**src/rtl/core/ftrq_pkg.sv**
```systemverilog
`default_nettype none

package ftrq_pkg;

  // Scheduler size. Task numbers in the item are four bits wide whatever
  // the table size; numbers at or above TASK_TOTAL are treated as absent.
  localparam int TASK_TOTAL = 16;
  localparam int MAIN_TASK  = 0;
  localparam int MAIN_IDX   = (MAIN_TASK < TASK_TOTAL) ? MAIN_TASK : 0;

  localparam int ID_W  = 4;
  localparam int IDX_W = (TASK_TOTAL > 1) ? $clog2(TASK_TOTAL) : 1;
  localparam int CNT_W = $clog2(TASK_TOTAL + 1);
  localparam int CMP_W = ((IDX_W > ID_W) ? IDX_W : ID_W) + 1;

  typedef enum logic [1:0] {
    OP_CREATE   = 2'd0,
    OP_SCHEDULE = 2'd1,
    OP_YIELD    = 2'd2,
    OP_QUERY    = 2'd3
  } op_t;

  typedef enum logic [1:0] {
    ST_STOPPED   = 2'd0,
    ST_SCHEDULED = 2'd1,
    ST_RUNNING   = 2'd2
  } status_t;

  typedef struct packed {
    op_t             op;
    logic [ID_W-1:0] task_id;
  } request_t;

  typedef struct packed {
    logic [1:0]      task_state;
    logic [ID_W-1:0] running_task;
    logic            running_valid;
    logic            switched;
    logic            rejected;
  } result_t;

  // Commands from the sequencer to the datapath.
  typedef struct packed {
    logic load;
    logic stop;
    logic push;
    logic pop;
    logic dispatch;
    logic set_wait;
    logic capture;
    logic switched;
    logic rejected;
  } ftrq_cmd_t;

  // Status from the datapath to the sequencer.
  typedef struct packed {
    op_t  op;
    logic in_range;
    logic sched_hit;
    logic full;
    logic empty;
    logic waiting;
  } ftrq_stat_t;

endpackage

`default_nettype wire

```
**src/rtl/core/ftrq_ram.sv**
```systemverilog
`default_nettype none

module ftrq_ram #(
  parameter int WIDTH = 4,
  parameter int DEPTH = 16
) (
  input  wire logic                     clk,
  input  wire logic                     wr_en,
  input  wire logic [$clog2(DEPTH)-1:0] wr_addr,
  input  wire logic [WIDTH-1:0]         wr_data,
  input  wire logic                     rd_en,
  input  wire logic [$clog2(DEPTH)-1:0] rd_addr,
  output      logic [WIDTH-1:0]         rd_data
);

  logic [WIDTH-1:0] mem [DEPTH];

  always_ff @(posedge clk) begin
    if (wr_en) begin
      mem[wr_addr] <= wr_data;
    end
    if (rd_en) begin
      rd_data <= mem[rd_addr];
    end
  end

endmodule

`default_nettype wire

```
**src/rtl/core/ftrq_datapath.sv**
```systemverilog
`default_nettype none

module ftrq_datapath (
  input  wire logic                clk,
  input  wire logic                rst,
  input  wire ftrq_pkg::request_t  request,
  input  wire ftrq_pkg::ftrq_cmd_t cmd,
  output      ftrq_pkg::ftrq_stat_t stat,
  output      ftrq_pkg::result_t   result
);

  localparam int IDX_W = ftrq_pkg::IDX_W;
  localparam int CNT_W = ftrq_pkg::CNT_W;
  localparam int ID_W  = ftrq_pkg::ID_W;
  localparam int CMP_W = ftrq_pkg::CMP_W;

  ftrq_pkg::status_t  status [ftrq_pkg::TASK_TOTAL];
  ftrq_pkg::op_t      op;
  logic [ID_W-1:0]    task_id;
  logic [IDX_W-1:0]   current;
  logic               waiting;
  logic [IDX_W-1:0]   head;
  logic [IDX_W-1:0]   tail;
  logic [CNT_W-1:0]   count;

  logic               in_range;
  logic [IDX_W-1:0]   id_idx;
  logic [IDX_W-1:0]   sel;
  ftrq_pkg::status_t  sel_status;
  logic [IDX_W-1:0]   popped;
  logic [1:0]         state_now;

  assign in_range   = {{(CMP_W-ID_W){1'b0}}, task_id} < CMP_W'(ftrq_pkg::TASK_TOTAL);
  assign id_idx     = IDX_W'(task_id);
  // A yield looks at the running task, every other op at the named one.
  assign sel        = (op == ftrq_pkg::OP_YIELD) ? current : id_idx;
  assign sel_status = status[sel];

  assign stat.op        = op;
  assign stat.in_range  = in_range;
  assign stat.sched_hit = (sel_status == ftrq_pkg::ST_SCHEDULED);
  assign stat.full      = (count == CNT_W'(ftrq_pkg::TASK_TOTAL));
  assign stat.empty     = (count == '0);
  assign stat.waiting   = waiting;

  ftrq_ram #(
    .WIDTH (IDX_W),
    .DEPTH (ftrq_pkg::TASK_TOTAL)
  ) u_slots (
    .clk     (clk),
    .wr_en   (cmd.push),
    .wr_addr (tail),
    .wr_data (id_idx),
    .rd_en   (cmd.pop),
    .rd_addr (head),
    .rd_data (popped)
  );

  always_ff @(posedge clk) begin
    if (rst) begin
      for (int i = 0; i < ftrq_pkg::TASK_TOTAL; i++) begin
        status[i] <= (i == ftrq_pkg::MAIN_IDX) ? ftrq_pkg::ST_RUNNING : ftrq_pkg::ST_STOPPED;
      end
    end else begin
      priority if (cmd.dispatch) begin
        status[popped] <= ftrq_pkg::ST_RUNNING;
      end else if (cmd.push) begin
        status[sel] <= ftrq_pkg::ST_SCHEDULED;
      end else if (cmd.stop) begin
        status[sel] <= ftrq_pkg::ST_STOPPED;
      end
    end
  end

  always_ff @(posedge clk) begin
    if (rst) begin
      current <= IDX_W'(ftrq_pkg::MAIN_IDX);
      waiting <= 1'b0;
      head    <= '0;
      tail    <= '0;
      count   <= '0;
    end else begin
      if (cmd.push) begin
        tail <= (tail == IDX_W'(ftrq_pkg::TASK_TOTAL - 1)) ? '0 : tail + 1'b1;
      end
      if (cmd.pop) begin
        head <= (head == IDX_W'(ftrq_pkg::TASK_TOTAL - 1)) ? '0 : head + 1'b1;
      end
      if (cmd.push && !cmd.pop) begin
        count <= count + 1'b1;
      end else if (cmd.pop && !cmd.push) begin
        count <= count - 1'b1;
      end
      if (cmd.dispatch) begin
        current <= popped;
        waiting <= 1'b0;
      end else if (cmd.set_wait) begin
        waiting <= 1'b1;
      end
    end
  end

  always_ff @(posedge clk) begin
    if (cmd.load) begin
      op      <= request.op;
      task_id <= request.task_id;
    end
  end

  always_comb begin
    state_now = ftrq_pkg::ST_STOPPED;
    if (op == ftrq_pkg::OP_YIELD) begin
      if (!waiting) begin
        state_now = sel_status;
      end
    end else if (in_range) begin
      state_now = sel_status;
    end
  end

  always_ff @(posedge clk) begin
    if (cmd.capture) begin
      result.task_state    <= state_now;
      result.running_task  <= waiting ? '0 : ID_W'(current);
      result.running_valid <= !waiting;
      result.switched      <= cmd.switched;
      result.rejected      <= cmd.rejected;
    end
  end

`ifndef SYNTH
  a_count_bound: assert property (@(posedge clk) disable iff (rst)
    count <= CNT_W'(ftrq_pkg::TASK_TOTAL))
    else $error("ready queue count above capacity");

  // A task scheduled while waiting sits in the queue only until it is read out.
  a_wait_empty: assert property (@(posedge clk) disable iff (rst)
    (waiting && !cmd.pop) |-> count == '0)
    else $error("waiting for work with tasks queued");

  a_ring_ends: assert property (@(posedge clk) disable iff (rst)
    (head == tail) |-> (count == '0 || count == CNT_W'(ftrq_pkg::TASK_TOTAL)))
    else $error("ring pointers disagree with queue count");
`endif

endmodule

`default_nettype wire

```
**src/rtl/core/ftrq_ctrl.sv**
```systemverilog
`default_nettype none

module ftrq_ctrl (
  input  wire logic                 clk,
  input  wire logic                 rst,
  input  wire logic                 start,
  input  wire ftrq_pkg::ftrq_stat_t stat,
  output      ftrq_pkg::ftrq_cmd_t  cmd,
  output      logic                 busy,
  output      logic                 done
);

  typedef enum logic [2:0] {
    S_IDLE,
    S_CHECK,
    S_POP,
    S_DISPATCH,
    S_REPORT
  } state_t;

  state_t state;
  state_t state_next;
  logic   switched;
  logic   rejected;
  logic   refuse;

  assign busy   = (state != S_IDLE);
  assign refuse = stat.in_range && (stat.sched_hit || stat.full);

  always_comb begin
    cmd          = '0;
    cmd.switched = switched;
    cmd.rejected = rejected;
    state_next   = state;
    unique case (state)
      S_IDLE: begin
        if (start) begin
          cmd.load   = 1'b1;
          state_next = S_CHECK;
        end
      end
      S_CHECK: begin
        state_next = S_REPORT;
        unique case (stat.op)
          ftrq_pkg::OP_CREATE: begin
            cmd.stop = stat.in_range && !stat.sched_hit;
          end
          ftrq_pkg::OP_SCHEDULE: begin
            if (stat.in_range && !refuse) begin
              cmd.push = 1'b1;
              if (stat.waiting) begin
                state_next = S_POP;
              end
            end
          end
          ftrq_pkg::OP_YIELD: begin
            if (!stat.waiting) begin
              cmd.stop = !stat.sched_hit;
              if (!stat.empty) begin
                state_next = S_POP;
              end else begin
                cmd.set_wait = 1'b1;
              end
            end
          end
          ftrq_pkg::OP_QUERY: begin
          end
          default: begin
          end
        endcase
      end
      S_POP: begin
        cmd.pop    = 1'b1;
        state_next = S_DISPATCH;
      end
      S_DISPATCH: begin
        cmd.dispatch = 1'b1;
        state_next   = S_REPORT;
      end
      S_REPORT: begin
        cmd.capture = 1'b1;
        state_next  = S_IDLE;
      end
      default: begin
        state_next = S_IDLE;
      end
    endcase
  end

  always_ff @(posedge clk) begin
    if (rst) begin
      state    <= S_IDLE;
      switched <= 1'b0;
      rejected <= 1'b0;
      done     <= 1'b0;
    end else begin
      state <= state_next;
      done  <= (state == S_REPORT);
      if (cmd.load) begin
        switched <= 1'b0;
        rejected <= 1'b0;
      end else if (state == S_CHECK) begin
        rejected <= (stat.op == ftrq_pkg::OP_SCHEDULE) && refuse;
        switched <= (state_next == S_POP);
      end
    end
  end

`ifndef SYNTH
  a_done_after_report: assert property (@(posedge clk) disable iff (rst)
    done |-> $past(state == S_REPORT))
    else $error("result strobe without a report step");

  a_pop_then_dispatch: assert property (@(posedge clk) disable iff (rst)
    cmd.pop |=> cmd.dispatch)
    else $error("queue read not followed by dispatch");

  a_busy_after_start: assert property (@(posedge clk) disable iff (rst)
    (start && !busy) |=> busy)
    else $error("accepted item did not make the block busy");
`endif

endmodule

`default_nettype wire

```
**src/rtl/core/fifo_task_ready_queue.sv**
```systemverilog
`default_nettype none

// Channel    | Handshake        | Payload                 | Notes
// -----------+------------------+-------------------------+-------------------------------
// request    | start, busy      | request (op, task_id)   | item taken when start && !busy
// result     | done             | result (five fields)    | one cycle only, cannot be held
//
// An item runs through a short sequence: one check step, an optional queue
// read and dispatch, then a report step. The result strobe is registered from
// the report step. An item that dispatches a task from the ready queue also
// passes through the read and dispatch steps; the registered read of the
// queue memory is why the dispatch is a step of its own after the read.
// A new item may be accepted in the very cycle in which the result is shown.
// Reset is synchronous and active high; it leaves every task stopped bar the
// main task, which runs, and an empty queue. No clearing pass is needed.
// The receiver cannot stall, so busy depends only on the work in flight.

module fifo_task_ready_queue (
  input  wire logic               clk,
  input  wire logic               rst,
  input  wire logic               start,
  input  wire ftrq_pkg::request_t request,
  output      logic               busy,
  output      logic               done,
  output      ftrq_pkg::result_t  result
);

  // Command and status groups between the sequencer and the datapath.
  ftrq_pkg::ftrq_cmd_t  cmd;
  ftrq_pkg::ftrq_stat_t stat;

  // The sequencer walks each item through its steps and decides, from the
  // status it reads, which table and queue updates the datapath performs.
  ftrq_ctrl u_ctrl (
    .clk   (clk),
    .rst   (rst),
    .start (start),
    .stat  (stat),
    .cmd   (cmd),
    .busy  (busy),
    .done  (done)
  );

  // The datapath holds the task status table, the ring queue of task
  // numbers in its memory, the running task, the waiting flag and the
  // result register.
  ftrq_datapath u_datapath (
    .clk     (clk),
    .rst     (rst),
    .request (request),
    .cmd     (cmd),
    .stat    (stat),
    .result  (result)
  );

endmodule

`default_nettype wire
```
**config.mk**
```make
export PLATFORM = sky130hd
export DESIGN_NAME = fifo_task_ready_queue
export DESIGN_NICKNAME = d
export VERILOG_FILES = /design/src/rtl/core/ftrq_pkg.sv /design/src/rtl/core/ftrq_ram.sv /design/src/rtl/core/ftrq_datapath.sv /design/src/rtl/core/ftrq_ctrl.sv /design/src/rtl/core/fifo_task_ready_queue.sv
export SDC_FILE = /design/constraint.sdc
export NUM_CORES = 1
export LEC_CHECK = 0
export ABC_AREA = 1
export BUFFER_PORTS_ARGS = -buffer_cell sky130_fd_sc_hd__buf_4
export CORE_MARGIN = 1.5
export CORE_UTILIZATION = 62
export DETAILED_ROUTE_END_ITERATION = 7
export GPL_TIMING_DRIVEN = 0
export PLACE_DENSITY = 0.78
export SLEW_MARGIN = 20
export SYNTH_ARGS = -nofsm -noshare
export SYNTH_HDL_FRONTEND = slang
export SYNTH_SLANG_ARGS = --single-unit
```
**constraint.sdc**
```tcl
create_clock -name clk -period 3.9 [get_ports clk]
set_input_delay 0.585 -clock clk [delete_from_list [all_inputs] [get_ports clk]]
set_output_delay 0.585 -clock clk [all_outputs]
set_load 0.01 [all_outputs]
```
==> qor.csv <==
stage,metric,value,unit
layout,synthesis-to-finish area growth,17.16,%
yosys,"Seq/Total Area, Yosys",61.43,%
timing,maximum clock rate,280.1,MHz
timing,RSZ-0062 raised after global routing,false,
yosys,number of synthesized register bits,139,
layout,final cell count without fillers,819,
outcome,outcome,"finished, final reports clean",
floorplan,initial core utilization,64.62,%
placed_design,Post-Place Cell Area,0.006710,mm²
floorplan,DIE WIDTH,104.6,µm
route,Routed Antenna Nets,0,
yosys,Yosys warning count,0,
layout,fin util,75.71,%
critical_path,CP max stage cell,edfxtp_1,
route,final WL,14720,µm
power_and_ir_drop,Tot Pwr,3.685,mW
route,Initial DRT Pass Iterations,7,
placed_design,Placed Cells,781,
layout,share of cells above drive strength 1,14.29,%
floorplan,Std-Cell Rows,36,
critical_path,CP top delay family,simple AND/OR/NAND/NOR gates,
yosys,largest cells by area after synthesis,"edfxtp_1, dfxtp_1, nand2_1",
placed_design,Port Buffers,18,
run,Max Cap Violations,0,
power_and_ir_drop,static leakage,2.840,nW
floorplan,Top Ports,20,
critical_path,Crit path largest cell delay,0.41,ns
route,DRC viols,0,
critical_path,Critical Path Sink Type,flip-flop,
timing,fin crit share,91.55,%
layout,fin area,0.007502,mm²
cts,TritonCTS Sinks,139,
cts,total CTS buffers,17,
critical_path,required time of the critical path,4.32,ns
layout,"most common cell after layout, fill and taps aside",edfxtp_1,
route,via count,4783,
worst_hold_path,Hold WC Path Type,primary input to flip-flop,
yosys,ys async rst share,0,%
critical_path,CP Buf/Inv Count,6,
global_routing,largest net degree at the start of global routing,18,
global_routing,first-pass GRT wire length,23200,µm
critical_path,Setup CP Type,flip-flop to flip-flop,
yosys,Syn Inst Count,630,
yosys,Mapped Nets,652,
cts,Clk Tree Root Cell,clkbuf_8,
global_routing,GRT Total Usage,27.83,%
critical_path,Worst setup SP type,flip-flop,
route,Initial DRC Count,367,
layout,FILL cells,650,
power_and_ir_drop,Max IR drop VDD,0.0002980,V
yosys,number of enable flip-flop cells after synthesis,115,
layout,most frequent cells in the layout,"edfxtp_1, nand2_1, nor2_1",
layout,# diodes,0,
placed_design,detailed placement HPWL,9615,µm
placed_design,GP Congestion,0.9093,
cts,clk slew on worst S/H paths,0.06,ns
yosys,dominant synthesized flop cell,edfxtp_1,
timing,post-layout worst setup margin,0.3296,ns
cts,CTS max path bufs,2,
critical_path,CP dominant cell by count,nand2_1,
yosys,Synth area leader,edfxtp_1,
global_routing,initial antenna violation count,0,
layout,# nets final,695,
yosys,mapped cell area,0.006404,mm²
timing,Final Hold Viols,0,
cts,H-tree depth,4,
route,Vias/cell,5.840,
timing,crit path time final,3.570,ns
critical_path,crit path max fanout,10,
yosys,area share of the leading cell type in the synthesized netlist,53.93,%
cts,Worst-Skew Late Latency,0.53,ns
floorplan,height of the die,104.6,µm
floorplan,CORE AREA,0.009910,mm²
power_and_ir_drop,cell area power density,491.1,mW/mm²
timing,slew margin rel.,48.95,%
yosys,Synth Area per Inst,10.16,µm²
cts,TritonCTS clock tree,built,
critical_path,Arrival @ worst endpoint,3.99,ns
floorplan,die area,0.01095,mm²
timing,clock skew,0.01399,ns
timing,Worst Max-Slew Pin Slew,0.7616,ns
timing,"Slew Viols, Final",0,
placed_design,pre-CTS setup slack,-0.3401,ns
timing,final-report setup violation count,0,
route,Routed WL per cell,17.97,µm
critical_path,FF-to-FF setup slack,0.33,ns
global_routing,grt total ovfl,0,
yosys,Synth cell types,37,
global_routing,vias in the first global route,4802,
state kept, by name, indices dropped and copies added, names as in the netlist:
signal and cells:
u_ctrl.done 1, u_ctrl.rejected 1, u_ctrl.state 3, u_ctrl.switched 1, u_datapath.count 5, u_datapath.current 4, u_datapath.head 4, u_datapath.id_idx 4
u_datapath.op 2, u_datapath.result 9, u_datapath.status 32, u_datapath.tail 4, u_datapath.u_slots.mem 64, u_datapath.u_slots.rd_data 4, u_datapath.waiting 1
layer usage:
layer  vias up  share of wire, %  wire length [µm]  global-route usage [%]
met1      2283                39              5708                   31.86
met2       208                53              7811                   49.58
met4         0               2.2               327                   13.60
met5         -                 0                 0                       0
li1       2262                 -                 -                       -
met3        30               5.9               869                   5.739
synth_stat cells (2+ instances only):
| library cell | number |
|---|---|
| nand2_4 | 3 |
| inv_2 | 4 |
| dfxtp_1 | 24 |
| nor4_1 | 2 |
| clkbuf_1 | 17 |
| o21ai_0 | 31 |
| nand4_1 | 3 |
| nand3b_1 | 2 |
| nand3_1 | 70 |
| o22ai_1 | 2 |
| nor3_1 | 14 |
| nor2_4 | 5 |
| inv_1 | 64 |
| o221ai_1 | 8 |
| a211oi_1 | 3 |
| mux2i_1 | 8 |
| edfxtp_1 | 115 |
| a21oi_1 | 15 |
| nand2_1 | 98 |
| nand2_2 | 11 |
| o32ai_1 | 8 |
| buf_4 | 2 |
| ha_1 | 12 |
| buf_6 | 2 |
| o21ai_1 | 4 |
| nor2_2 | 2 |
| xnor2_1 | 2 |
| nor2_1 | 90 |
metrics by stage:
stage / hold WS [ns] / TNS, ns
CTS: 0.2170 / 0
floorplan: 0.4086 / 0
finish: 0.2293 / 0
detailed placement: 0.4367 / -0.5988
global placement: 0.4160 / -0.3116
global route: 0.2176 / 0
final cells by class:
class,count,area (µm²),area share (%)
Clock inverter,14,244.0,3.252
Buffer,22,106.4,1.418
Multi-Input combinational cell,401,2196,29.27
Timing Repair Buffer,24,180.2,2.402
Clock buffer,18,417.9,5.570
Tap cell,133,166.4,2.218
Sequential cell,139,3934,52.43
Inverter,68,257.7,3.436
logic make-up after synthesis:
kind of cell / after synthesis / synth area share (%)
and+or+nand+nor: 303 / 21.59
DFF: 139 / 61.43
buffers and inverters: 90 / 5.646
AOI/OAI and AO/OA: 74 / 7.015
adders and majority gates: 13 / 2.657
muxes: 8 / 1.251
xor gates and xnor gates: 3 / 0.4104
timing repair:
item / in CTS / in global routing
cloned: 0 / 0
pin swaps: 0 / 1
setup buffers: 1 / 5
gates resized for setup: 4 / 10
hold buffers: 0 / 0
setup endpoints to repair: 2 / 2
power breakdown:
group / internal, mW / switching [mW]
clock network: 1.17 / 0.619
logic: 0.0786 / 0.162
registers: 1.63 / 0.0184
total: 2.88 / 0.800
path summary, 6_finish.rpt:
check / endpoint / cells past startpoint / startpoint
worst max-delay path: u_datapath.count[4] / 26 / u_datapath.op[0]
worst min-delay path: u_datapath.id_idx[3] / 1 / request[3]
worst min register to register: u_datapath.result[1] / 0 / u_ctrl.switched
worst max register to register: u_datapath.count[4] / 26 / u_datapath.op[0]
(Power assumes the default switching activity.)
